===== config.mk =====
export PLATFORM = sky130hd
export DESIGN_NAME = biquad_band_limit_cascade_top_flat
export DESIGN_NICKNAME = d
export VERILOG_FILES = /design/src/rtl/bqblc_pkg.sv /design/src/rtl/bqblc_if.sv /design/src/rtl/bqblc_ctrl.sv /design/src/rtl/bqblc_dp.sv /design/src/rtl/biquad_band_limit_cascade_top.sv /design/src/flat_wrapper.sv
export SDC_FILE = /design/constraint.sdc
export NUM_CORES = 2
export LEC_CHECK = 0
export BUFFER_PORTS_ARGS = -buffer_cell sky130_fd_sc_hd__buf_2
export CAP_MARGIN = 20
export CORE_UTILIZATION = 30
export CTS_BUF_LIST = sky130_fd_sc_hd__clkbuf_8
export CTS_CLUSTER_DIAMETER = 200
export CTS_CLUSTER_SIZE = 20
export DETAILED_ROUTE_END_ITERATION = 7
export GPL_ROUTABILITY_DRIVEN = 0
export HOLD_SLACK_MARGIN = 0.08
export SYNTH_ARGS = -nofsm -noshare
export SYNTH_HDL_FRONTEND = slang
export SYNTH_HIERARCHICAL = 1
export SYNTH_SLANG_ARGS = --single-unit

===== constraint.sdc =====
create_clock -name clk -period 11.1 [get_ports clk]
set_input_delay 1.11 -clock clk [delete_from_list [all_inputs] [get_ports clk]]
set_output_delay 1.11 -clock clk [all_outputs]
set_load 0.02 [all_outputs]

===== src/rtl/bqblc_pkg.sv =====
package bqblc_pkg;

	function automatic int imax(input int a, input int b);
		return (a > b) ? a : b;
	endfunction

	localparam int SAMPLE_BITS    = 24;
	localparam int COEF_FRAC_BITS = 24;
	localparam int COEF_BITS      = 28;
	localparam int STATE_BITS     = 40;
	localparam int GUARD_BITS     = 8;
	localparam int NUM_SECTIONS   = 3;
	localparam int NUM_REGS       = 8;
	localparam int COEF_IDX_BITS  = $clog2(NUM_REGS);
	localparam int CFG_IDX_BITS   = 4;
	localparam int SEC_BITS       = $clog2(NUM_SECTIONS);
	localparam int LAST_STEP      = 16;
	localparam int STEP_BITS      = $clog2(LAST_STEP + 1);

	// datapath widths
	localparam int PROD_BITS = COEF_BITS + SAMPLE_BITS;
	localparam int DIFF_BITS = PROD_BITS + 1;
	localparam int RND_SH    = COEF_FRAC_BITS - GUARD_BITS;
	localparam int RP_BITS   = PROD_BITS + 1 - RND_SH;
	localparam int RD_BITS   = DIFF_BITS + 1 - RND_SH;
	localparam int ACC_BITS  = imax(RP_BITS, STATE_BITS) + 1;
	localparam int YV_BITS   = ACC_BITS + 1 - GUARD_BITS;
	localparam int FDS_BITS  = imax(RD_BITS, STATE_BITS) + 1;
	localparam int SDS_BITS  = imax(RD_BITS, STATE_BITS);

	typedef logic signed [SAMPLE_BITS-1:0] sample_t;
	typedef logic signed [COEF_BITS-1:0]   coef_t;
	typedef logic signed [STATE_BITS-1:0]  delay_t;

	localparam logic [PROD_BITS:0] PR_HALF = (PROD_BITS + 1)'(1) << (RND_SH - 1);
	localparam logic [DIFF_BITS:0] D_HALF  = (DIFF_BITS + 1)'(1) << (RND_SH - 1);
	localparam logic [ACC_BITS:0]  Y_HALF  = (ACC_BITS + 1)'(1) << (GUARD_BITS - 1);

	localparam logic signed [YV_BITS-1:0] Y_MAX =
		YV_BITS'((64'sd1 <<< (SAMPLE_BITS - 1)) - 64'sd1);
	localparam logic signed [YV_BITS-1:0] Y_MIN = ~Y_MAX;
	localparam logic signed [FDS_BITS-1:0] F_MAX =
		FDS_BITS'((64'sd1 <<< (STATE_BITS - 1)) - 64'sd1);
	localparam logic signed [FDS_BITS-1:0] F_MIN = ~F_MAX;
	localparam logic signed [SDS_BITS-1:0] S_MAX =
		SDS_BITS'((64'sd1 <<< (STATE_BITS - 1)) - 64'sd1);
	localparam logic signed [SDS_BITS-1:0] S_MIN = ~S_MAX;

	localparam coef_t COEF_ONE = COEF_BITS'(64'd1 << COEF_FRAC_BITS);

	typedef enum logic {
		OP_FILTER = 1'b0,
		OP_CLEAR  = 1'b1
	} op_t;

	// low bits of the register index; the top bit picks the low-pass set
	typedef enum logic [1:0] {
		CF_B0 = 2'd0,
		CF_B1 = 2'd1,
		CF_A1 = 2'd2,
		CF_A2 = 2'd3
	} coef_sel_t;

	typedef struct packed {
		logic                set_lp;
		coef_sel_t           coef;
		logic                src_x;
		logic                acc_en;
		logic [SEC_BITS-1:0] acc_sec;
		logic                y_en;
		logic                bx1_en;
		logic                d_en;
		logic                d_from_b0;
		logic                fd_en;
		logic                sd_en;
		logic [SEC_BITS-1:0] upd_sec;
		logic                load;
		logic                hist_clr;
		logic                out_load;
	} dp_cmd_t;

	typedef struct packed {
		logic signed [SAMPLE_BITS-1:0] sample;
		logic                          clipped;
		logic                          block_end;
	} result_t;

	// Fixed schedule: a section's state update overlaps the next section's
	// first two multiplies.
	function automatic dp_cmd_t mc_decode(input logic [STEP_BITS-1:0] step);
		dp_cmd_t c;
		c = '0;
		unique case (step)
			0: begin
				c.coef  = CF_B0;
				c.src_x = 1'b1;
			end
			1: begin
				c.coef    = CF_B1;
				c.src_x   = 1'b1;
				c.acc_en  = 1'b1;
				c.acc_sec = SEC_BITS'(0);
			end
			2, 7, 12: begin
				c.y_en   = 1'b1;
				c.bx1_en = 1'b1;
			end
			3, 8: c.coef = CF_A1;
			4, 9: begin
				c.coef = CF_A2;
				c.d_en = 1'b1;
			end
			5: begin
				c.fd_en     = 1'b1;
				c.upd_sec   = SEC_BITS'(0);
				c.d_en      = 1'b1;
				c.d_from_b0 = 1'b1;
				c.coef      = CF_B0;
			end
			6: begin
				c.sd_en   = 1'b1;
				c.upd_sec = SEC_BITS'(0);
				c.coef    = CF_B1;
				c.acc_en  = 1'b1;
				c.acc_sec = SEC_BITS'(1);
			end
			10: begin
				c.fd_en     = 1'b1;
				c.upd_sec   = SEC_BITS'(1);
				c.d_en      = 1'b1;
				c.d_from_b0 = 1'b1;
				c.coef      = CF_B0;
				c.set_lp    = 1'b1;
			end
			11: begin
				c.sd_en   = 1'b1;
				c.upd_sec = SEC_BITS'(1);
				c.coef    = CF_B1;
				c.set_lp  = 1'b1;
				c.acc_en  = 1'b1;
				c.acc_sec = SEC_BITS'(2);
			end
			13: begin
				c.coef   = CF_A1;
				c.set_lp = 1'b1;
			end
			14: begin
				c.coef   = CF_A2;
				c.set_lp = 1'b1;
				c.d_en   = 1'b1;
			end
			15: begin
				c.fd_en     = 1'b1;
				c.upd_sec   = SEC_BITS'(2);
				c.d_en      = 1'b1;
				c.d_from_b0 = 1'b1;
			end
			16: begin
				c.sd_en   = 1'b1;
				c.upd_sec = SEC_BITS'(2);
			end
			default: c = '0;
		endcase
		return c;
	endfunction

endpackage


===== src/rtl/bqblc_if.sv =====
interface bqblc_in_if;
	import bqblc_pkg::*;
	logic    valid;
	logic    ready;
	logic    operation;
	sample_t sample_in;
	logic    block_end_in;
	modport source(output valid, operation, sample_in, block_end_in, input ready);
	modport sink(input valid, operation, sample_in, block_end_in, output ready);
endinterface

interface bqblc_out_if;
	import bqblc_pkg::*;
	logic    valid;
	logic    ready;
	sample_t sample_out;
	logic    clipped;
	logic    block_end_out;
	modport source(output valid, sample_out, clipped, block_end_out, input ready);
	modport sink(input valid, sample_out, clipped, block_end_out, output ready);
endinterface

interface bqblc_cfg_if;
	import bqblc_pkg::*;
	logic                    valid;
	logic                    ready;
	logic [CFG_IDX_BITS-1:0] index;
	coef_t                   data;
	modport source(output valid, index, data, input ready);
	modport sink(input valid, index, data, output ready);
endinterface


===== src/rtl/bqblc_ctrl.sv =====
module bqblc_ctrl (
	input  logic               clk,
	input  logic               arst_n,
	input  logic               in_valid,
	input  logic               in_op,
	output logic               in_ready,
	input  logic               out_ready,
	output logic               out_valid,
	output bqblc_pkg::dp_cmd_t cmd
);
	import bqblc_pkg::*;

	typedef enum logic [1:0] {
		ST_IDLE,
		ST_RUN,
		ST_WAIT
	} fsm_t;

	fsm_t                 state_q;
	logic [STEP_BITS-1:0] step_q;
	logic                 out_valid_q;
	logic                 out_free;
	logic                 last;
	logic                 done_now;
	logic                 acc_in;

	always_comb begin
		out_free = !out_valid_q || out_ready;
		last     = (step_q == STEP_BITS'(LAST_STEP));
		done_now = ((state_q == ST_RUN) && last) || (state_q == ST_WAIT);
		in_ready = (state_q == ST_IDLE) || (done_now && out_free);
		acc_in   = in_valid && in_ready;
		cmd      = (state_q == ST_RUN) ? mc_decode(step_q) : '0;
		cmd.load     = acc_in && (in_op == OP_FILTER);
		cmd.hist_clr = acc_in && (in_op == OP_CLEAR);
		cmd.out_load = done_now && out_free;
	end

	assign out_valid = out_valid_q;

	always_ff @(posedge clk or negedge arst_n) begin
		if (!arst_n) begin
			state_q     <= ST_IDLE;
			step_q      <= '0;
			out_valid_q <= 1'b0;
		end else begin
			if (cmd.out_load) begin
				out_valid_q <= 1'b1;
			end else if (out_ready) begin
				out_valid_q <= 1'b0;
			end
			unique case (state_q)
				ST_IDLE: begin
					step_q <= '0;
					if (cmd.load) begin
						state_q <= ST_RUN;
					end
				end
				ST_RUN: begin
					if (!last) begin
						step_q <= step_q + STEP_BITS'(1);
					end else if (out_free) begin
						step_q  <= '0;
						state_q <= cmd.load ? ST_RUN : ST_IDLE;
					end else begin
						state_q <= ST_WAIT;
					end
				end
				ST_WAIT: begin
					step_q <= '0;
					if (out_free) begin
						state_q <= cmd.load ? ST_RUN : ST_IDLE;
					end
				end
				default: state_q <= ST_IDLE;
			endcase
		end
	end

endmodule


===== src/rtl/bqblc_dp.sv =====
module bqblc_dp (
	input  logic                                  clk,
	input  logic                                  arst_n,
	input  bqblc_pkg::dp_cmd_t                    cmd,
	input  logic signed [bqblc_pkg::SAMPLE_BITS-1:0] sample_in,
	input  logic                                  block_end_in,
	bqblc_cfg_if.sink                             cfg,
	output bqblc_pkg::result_t                    res
);
	import bqblc_pkg::*;

	coef_t  coef_q [NUM_REGS];
	delay_t fd_q   [NUM_SECTIONS];
	delay_t sd_q   [NUM_SECTIONS];

	sample_t                     x_q;
	sample_t                     y_q;
	logic                        be_q;
	logic                        clip_q;
	logic signed [PROD_BITS-1:0] prod_q;
	logic signed [PROD_BITS-1:0] bx0_q;
	logic signed [PROD_BITS-1:0] bx1_q;
	logic signed [DIFF_BITS-1:0] d_q;
	logic signed [ACC_BITS-1:0]  acc_q;
	result_t                     res_q;

	coef_t                       mul_c;
	sample_t                     mul_x;
	logic [PROD_BITS:0]          pr_sum;
	logic signed [RP_BITS-1:0]   pr_rnd;
	logic signed [ACC_BITS-1:0]  acc_d;
	logic [ACC_BITS:0]           y_sum;
	logic signed [YV_BITS-1:0]   yv;
	sample_t                     y_sat;
	logic                        y_clip;
	logic [DIFF_BITS:0]          d_sum;
	logic signed [RD_BITS-1:0]   d_rnd;
	logic signed [FDS_BITS-1:0]  fd_sum;
	delay_t                      fd_sat;
	logic                        fd_clip;
	logic signed [SDS_BITS-1:0]  sd_ext;
	delay_t                      sd_sat;
	logic                        sd_clip;
	logic                        cfg_wr;
	logic                        hist_clear;
	logic                        clip_d;

	assign cfg.ready  = 1'b1;
	assign cfg_wr     = cfg.valid && (cfg.index < CFG_IDX_BITS'(NUM_REGS));
	assign hist_clear = cmd.hist_clr || cfg_wr;
	assign res        = res_q;

	always_comb begin
		mul_c = coef_q[{cmd.set_lp, cmd.coef}];
		mul_x = cmd.src_x ? x_q : y_q;

		// b0*x rounded to delay format, plus first delay
		pr_sum = (PROD_BITS + 1)'(prod_q) + PR_HALF;
		pr_rnd = $signed(pr_sum[PROD_BITS:RND_SH]);
		acc_d  = ACC_BITS'(pr_rnd) + ACC_BITS'(fd_q[cmd.acc_sec]);

		y_sum  = (ACC_BITS + 1)'(acc_q) + Y_HALF;
		yv     = $signed(y_sum[ACC_BITS:GUARD_BITS]);
		y_clip = 1'b0;
		y_sat  = SAMPLE_BITS'(yv);
		if (yv > Y_MAX) begin
			y_sat  = SAMPLE_BITS'(Y_MAX);
			y_clip = 1'b1;
		end else if (yv < Y_MIN) begin
			y_sat  = SAMPLE_BITS'(Y_MIN);
			y_clip = 1'b1;
		end

		// one rounder serves both delay updates
		d_sum = (DIFF_BITS + 1)'(d_q) + D_HALF;
		d_rnd = $signed(d_sum[DIFF_BITS:RND_SH]);

		fd_sum  = FDS_BITS'(d_rnd) + FDS_BITS'(sd_q[cmd.upd_sec]);
		fd_clip = 1'b0;
		fd_sat  = STATE_BITS'(fd_sum);
		if (fd_sum > F_MAX) begin
			fd_sat  = STATE_BITS'(F_MAX);
			fd_clip = 1'b1;
		end else if (fd_sum < F_MIN) begin
			fd_sat  = STATE_BITS'(F_MIN);
			fd_clip = 1'b1;
		end

		sd_ext  = SDS_BITS'(d_rnd);
		sd_clip = 1'b0;
		sd_sat  = STATE_BITS'(sd_ext);
		if (sd_ext > S_MAX) begin
			sd_sat  = STATE_BITS'(S_MAX);
			sd_clip = 1'b1;
		end else if (sd_ext < S_MIN) begin
			sd_sat  = STATE_BITS'(S_MIN);
			sd_clip = 1'b1;
		end

		clip_d = clip_q | (cmd.y_en & y_clip) | (cmd.fd_en & fd_clip) | (cmd.sd_en & sd_clip);
	end

	always_ff @(posedge clk or negedge arst_n) begin
		if (!arst_n) begin
			for (int i = 0; i < NUM_REGS; i++) begin
				coef_q[i] <= (coef_sel_t'(i[1:0]) == CF_B0) ? COEF_ONE : '0;
			end
			for (int k = 0; k < NUM_SECTIONS; k++) begin
				fd_q[k] <= '0;
				sd_q[k] <= '0;
			end
		end else begin
			if (cfg_wr) begin
				coef_q[cfg.index[COEF_IDX_BITS-1:0]] <= cfg.data;
			end
			if (hist_clear) begin
				for (int k = 0; k < NUM_SECTIONS; k++) begin
					fd_q[k] <= '0;
					sd_q[k] <= '0;
				end
			end else begin
				if (cmd.fd_en) begin
					fd_q[cmd.upd_sec] <= fd_sat;
				end
				if (cmd.sd_en) begin
					sd_q[cmd.upd_sec] <= sd_sat;
				end
			end
		end
	end

	always_ff @(posedge clk) begin
		prod_q <= PROD_BITS'(mul_c) * PROD_BITS'(mul_x);
		clip_q <= cmd.load ? 1'b0 : clip_d;
		if (cmd.load) begin
			x_q  <= sample_in;
			be_q <= block_end_in;
		end
		if (cmd.acc_en) begin
			bx0_q <= prod_q;
			acc_q <= acc_d;
		end
		if (cmd.y_en) begin
			y_q <= y_sat;
		end
		if (cmd.bx1_en) begin
			bx1_q <= prod_q;
		end
		if (cmd.d_en) begin
			d_q <= (cmd.d_from_b0 ? DIFF_BITS'(bx0_q) : DIFF_BITS'(bx1_q)) - DIFF_BITS'(prod_q);
		end
		if (cmd.out_load) begin
			res_q <= '{sample: y_q, clipped: clip_d, block_end: be_q};
		end
	end

endmodule


===== src/rtl/biquad_band_limit_cascade_top.sv =====
// Channel   Dir  Payload                                    Transfer
// samples   in   operation, sample_in, block_end_in         valid & ready
// results   out  sample_out, clipped, block_end_out         valid & ready
// cfg       in   index (8 coefficient registers), data      valid & ready
//
// A filter sample runs from transfer to registered result on a fixed 17-step
// schedule: one shared 28x24 multiplier works through twelve products.
// A clear transfer zeroes the filter history and gives no result.
// The next sample is taken in the cycle the current one completes, unless the
// result register is full and not being read; a stalled result holds the block.
// Reset: history zero, b0 of both sets 1.0, other coefficients zero.
module biquad_band_limit_cascade_top (
	input  logic        clk,
	input  logic        arst_n,
	bqblc_in_if.sink    samples,
	bqblc_out_if.source results,
	bqblc_cfg_if.sink   cfg
);
	import bqblc_pkg::*;

	dp_cmd_t cmd;
	result_t res;
	logic    in_ready;
	logic    out_valid;

	bqblc_ctrl u_ctrl (
		.clk       (clk),
		.arst_n    (arst_n),
		.in_valid  (samples.valid),
		.in_op     (samples.operation),
		.in_ready  (in_ready),
		.out_ready (results.ready),
		.out_valid (out_valid),
		.cmd       (cmd)
	);

	bqblc_dp u_dp (
		.clk          (clk),
		.arst_n       (arst_n),
		.cmd          (cmd),
		.sample_in    (samples.sample_in),
		.block_end_in (samples.block_end_in),
		.cfg          (cfg),
		.res          (res)
	);

	assign samples.ready         = in_ready;
	assign results.valid         = out_valid;
	assign results.sample_out    = res.sample;
	assign results.clipped       = res.clipped;
	assign results.block_end_out = res.block_end;

	a_upd_exclusive: assert property (@(posedge clk) disable iff (!arst_n)
		!(cmd.fd_en && cmd.sd_en))
		else $error("both delay updates in one cycle");

	a_no_rw_same_sec: assert property (@(posedge clk) disable iff (!arst_n)
		(cmd.acc_en && (cmd.fd_en || cmd.sd_en)) |-> (cmd.acc_sec != cmd.upd_sec))
		else $error("delay read and update of one section in one cycle");

	a_no_early_result: assert property (@(posedge clk) disable iff (!arst_n)
		cmd.load |=> !cmd.out_load)
		else $error("result loaded right after sample transfer");

	a_clear_no_result: assert property (@(posedge clk) disable iff (!arst_n)
		(cmd.hist_clr && !cmd.out_load && !results.valid) |=> !results.valid)
		else $error("clear produced a result");

endmodule

===== src/flat_wrapper.sv =====
// flat-port wrapper written by rule: the top's interface ports become plain ports
module biquad_band_limit_cascade_top_flat import bqblc_pkg::*;
  (clk, arst_n, samples_valid, samples_operation, samples_sample_in, samples_block_end_in, samples_ready, results_valid, results_sample_out, results_clipped, results_block_end_out, results_ready, cfg_valid, cfg_index, cfg_data, cfg_ready);
  bqblc_in_if samples_i ();
  bqblc_out_if results_i ();
  bqblc_cfg_if cfg_i ();
  input  logic clk;
  input  logic arst_n;
  input wire logic [$bits(samples_i.valid)-1:0] samples_valid;
  input wire logic [$bits(samples_i.operation)-1:0] samples_operation;
  input wire logic [$bits(samples_i.sample_in)-1:0] samples_sample_in;
  input wire logic [$bits(samples_i.block_end_in)-1:0] samples_block_end_in;
  output wire logic [$bits(samples_i.ready)-1:0] samples_ready;
  output wire logic [$bits(results_i.valid)-1:0] results_valid;
  output wire logic [$bits(results_i.sample_out)-1:0] results_sample_out;
  output wire logic [$bits(results_i.clipped)-1:0] results_clipped;
  output wire logic [$bits(results_i.block_end_out)-1:0] results_block_end_out;
  input wire logic [$bits(results_i.ready)-1:0] results_ready;
  input wire logic [$bits(cfg_i.valid)-1:0] cfg_valid;
  input wire logic [$bits(cfg_i.index)-1:0] cfg_index;
  input wire logic [$bits(cfg_i.data)-1:0] cfg_data;
  output wire logic [$bits(cfg_i.ready)-1:0] cfg_ready;
  assign samples_i.valid = samples_valid;
  assign samples_i.operation = samples_operation;
  assign samples_i.sample_in = samples_sample_in;
  assign samples_i.block_end_in = samples_block_end_in;
  assign samples_ready = samples_i.ready;
  assign results_valid = results_i.valid;
  assign results_sample_out = results_i.sample_out;
  assign results_clipped = results_i.clipped;
  assign results_block_end_out = results_i.block_end_out;
  assign results_i.ready = results_ready;
  assign cfg_i.valid = cfg_valid;
  assign cfg_i.index = cfg_index;
  assign cfg_i.data = cfg_data;
  assign cfg_ready = cfg_i.ready;
  biquad_band_limit_cascade_top u_core (.clk(clk), .arst_n(arst_n), .samples(samples_i), .results(results_i), .cfg(cfg_i));
endmodule

==> impl_metrics.toml <==
[clock_network]
cts_buffer_depth = 3
cts_resized = 0
clkSlewWorstSetupHoldPaths_ns = 0.18
cts_root_buffer = "clkbuf_8"
cts_tree = "yes"
cts_buffers = 44
post_cts_buffers = 0
insertion_delay_ns = 0.82
hold_buffers = 0
cts_sinks = 770
h-tree-depth = 2

[critical_path]
reg2regPathDepth = 29
reg2reg_setup_slack_ns = 0.51
required_ns = 11.80
critical_path_class = "reg -> reg"
crit_path_frequent_cell = "fa_1"
slowest_delay_ns = 0.76
crit_slowest_cell = "a211oi_4"
rr_endpoint = "u_core/u_dp/prod_q[51]"
startpoint_type = "flip-flop"
endpoint_kind = "flip-flop"
arrival_ns = 11.29
crit_fanout = 14
critPathTopFamily = "adder cells"
worst-path-buf-inv = 5
timing.rr.start = "u_core/u_ctrl/state_q[0]"

[yosys]
synth_top_area_share_pct = 22.2
synthArstFlopShare_pct = 60.5
synth_ff_type = "dfrtp_1"
synth_nets = 7125
ys_seq_area_share_pct = 32.3
yosys.area.top_type = "fa_1"
syn_area_per_cell_um2 = 10.3
netlist_area_mm2 = 0.0628
synthDistinctLibCells = 106
ys_ff_latch = 770
postSynthCellCount = 6088
yosysWarnings = 6
synthTopCellsByArea = "fa_1, dfrtp_1, edfxtp_1"
synth-edff-count = 251

[floorplan]
ios = 92
start_util_pct = 30.2
std_cell_rows = 167
die_area_mm2 = 0.211
die_width_um = 459
core-area_mm2 = 0.207
die_h_um = 459

[timing]
drv_slew = 0
max_freq_ghz = 0.0944
grt_setup_unrepaired = "no"
tightest_slew_ns = 1.24
finClkSkew_ns = 0.0928
fin_crit_ns = 10.59
relSlewSlack_pct = 15.6
setup_violations = 0
tns_ns = 0
hold_viol_final = 0
layout_worst_path_cycle_share_pct = 95.5

[outcome]
status = "completed"

[cells_and_area]
final_layout_size_suffix_gt1_share_pct = 11.7
final_area_mm2 = 0.0675
syn2layout_area_growth_pct = 7.55
diodes = 0
final_net_count = 7094

[place]
io_buffer_count = 90
hpwlAfterDp_um = 132000
placed_area_mm2 = 0.0667

[detailed_routing]
viasPerCell = 4.98
vias = 44200
dr_wl_met2_um = 79400
ant_nets = 0
met1Wirelength_um = 78100
highest_layer = "met5"
drt_iter0_markers = 3808
wl_met3_um = 12900
drtPass1Iterations = 6
wire_per_inst_um = 19.8
drt_wl_total_um = 176000
drc = 0

[global_routing]
grt_max_degree = 179
grt_first_pass_wirelength_um = 273000
antenna_found_initial = 13
overflow = 0
grtUsageTotal_pct = 16.6
grt_pass1_vias = 45500

[hold_path]
min_path_type = "in -> async"

[run]
max-cap-violations = 0
## area by class of cell
cell class                      instances  area [µm²]
Clock inverter                         35         178
Inverter                              867        3250
Sequential cell                       770       20300
Timing Repair Buffer                  190        1280
Tap cell                             2788        3490
Fill cell                           21100      140000
Multi-Input combinational cell       4184       38400
Clock buffer                           45         619
## synthesized netlist by cell type, types with 16 or more instances
cell type,count
inv_1,866
fa_1,696
nand2_1,632
nor2_1,610
dfrtp_1,464
mux2_2,317
ha_1,278
edfxtp_1,251
clkbuf_1,222
a21oi_1,197
o21ai_0,181
xnor2_1,152
a211oi_1,133
mux2i_1,133
xor2_1,89
a21o_1,77
nand3_1,74
o21ai_1,57
mux4_2,56
dfxtp_1,53
and3_1,43
nor3_1,41
nand4_1,39
nor2b_1,33
nand2b_1,28
and2_1,20
buf_1,20
o21a_1,20
o21bai_1,20
nor4_1,17
a31oi_1,16
o211ai_1,16
## metrics by stage
step / utilization, % / setup slack [ns] / hold WS (ns) / instances
floorplan: - / 1.68 / 0.400 / 6088
global placement: 32.1 / 0.682 / 0.402 / 8797
detailed placement: 32.1 / 0.511 / 0.417 / 8799
CTS: 32.5 / 0.483 / 0.253 / 8879
global route: 32.5 / 0.00387 / 0.306 / 8879
finish: 32.5 / 0.505 / 0.260 / 8879
## metal layers
| layer | up-vias | GRT usage, % |
|---|---|---|
| met4 | 8 | 4.70 |
| li1 | 19900 | - |
| met2 | 1514 | 26.1 |
| met1 | 22500 | 23.2 |
| met5 | - | 0 |
| met3 | 262 | 3.09 |
## state kept, by name, summed over array words and instances (netlist names), 5 cells and up
register              cells
u_core/u_dp/sd_q        114
u_core/u_dp/res          26
u_core/u_dp/coef_q      224
u_core/u_dp/prod_q       52
u_core/u_dp/bx1_q        52
u_core/u_dp/fd_q        120
u_core/u_dp/y_q          24
u_core/u_dp/x_q          24
u_core/u_dp/acc_q        34
u_core/u_dp/bx0_q        52
u_core/u_ctrl/step_q      5
u_core/u_dp/d_q          38
## worst max path at each step
stage	start	endpoint	slack, ns	depth (start not counted)
CTS	u_core/u_ctrl/state_q[0]	u_core/u_dp/prod_q[51]	0.48	29
detailed placement	u_core/u_ctrl/state_q[0]	u_core/u_dp/prod_q[51]	0.51	29
global route	u_core/u_ctrl/state_q[0]	u_core/u_dp/prod_q[51]	0.004	29
finish	u_core/u_ctrl/state_q[0]	u_core/u_dp/prod_q[51]	0.51	29
global placement	u_core/u_ctrl/state_q[0]	u_core/u_dp/prod_q[51]	0.68	29
floorplan	u_core/u_ctrl/step_q[0]	u_core/u_dp/prod_q[51]	1.68	30
## cells in the final DEF (no fill, tap or decap), types with 19 or more instances in the layout
cell | synthesis | layout
a21o_1 | 77 | 77
mux2i_1 | 133 | 119
nor2_1 | 610 | 600
a21oi_1 | 197 | 195
o21a_1 | 20 | 20
buf_2 | 13 | 89
xor2_1 | 89 | 89
a211oi_1 | 133 | 132
dfrtp_1 | 464 | 464
fa_1 | 696 | 696
nand2_1 | 632 | 632
nor3_1 | 41 | 39
buf_4 | 8 | 94
nand3_1 | 74 | 74
mux4_2 | 56 | 56
inv_1 | 866 | 896
mux2_2 | 317 | 317
edfxtp_1 | 251 | 251
clkbuf_8 | 0 | 45
xnor2_1 | 152 | 152
o21bai_1 | 20 | 20
o21ai_1 | 57 | 57
and2_1 | 20 | 19
dfxtp_1 | 53 | 53
nor2b_1 | 33 | 31
ha_1 | 278 | 278
o21ai_0 | 181 | 181
nand4_1 | 39 | 39
nand2b_1 | 28 | 28
and3_1 | 43 | 43
## kinds of logic after synthesis
family / count (synthesis) / synth area share [%]
simple gates: 1627 / 11.3
buf+inv: 1134 / 6.89
fa+ha+maj: 976 / 27.8
compound gates: 829 / 8.51
flops: 770 / 32.3
mux: 510 / 9.89
xor+xnor: 241 / 3.36
other cells: 1 / 0.00597
## worst reg2reg max path, delay by kind of cell, from the launching register on
family	cells	cell delay, ns
adder cells (fa/ha/maj)	8	4.10
AND/OR/NAND/NOR	9	2.02
flip-flops	1	0.60
AO/OA/AOI/OAI	5	2.15
multiplexers	2	1.13
buffers and inverters	5	0.55
Power is left out: the tool's default activity adds up to more than one toggle a clock period on the data nets, which glitch-free logic cannot reach.
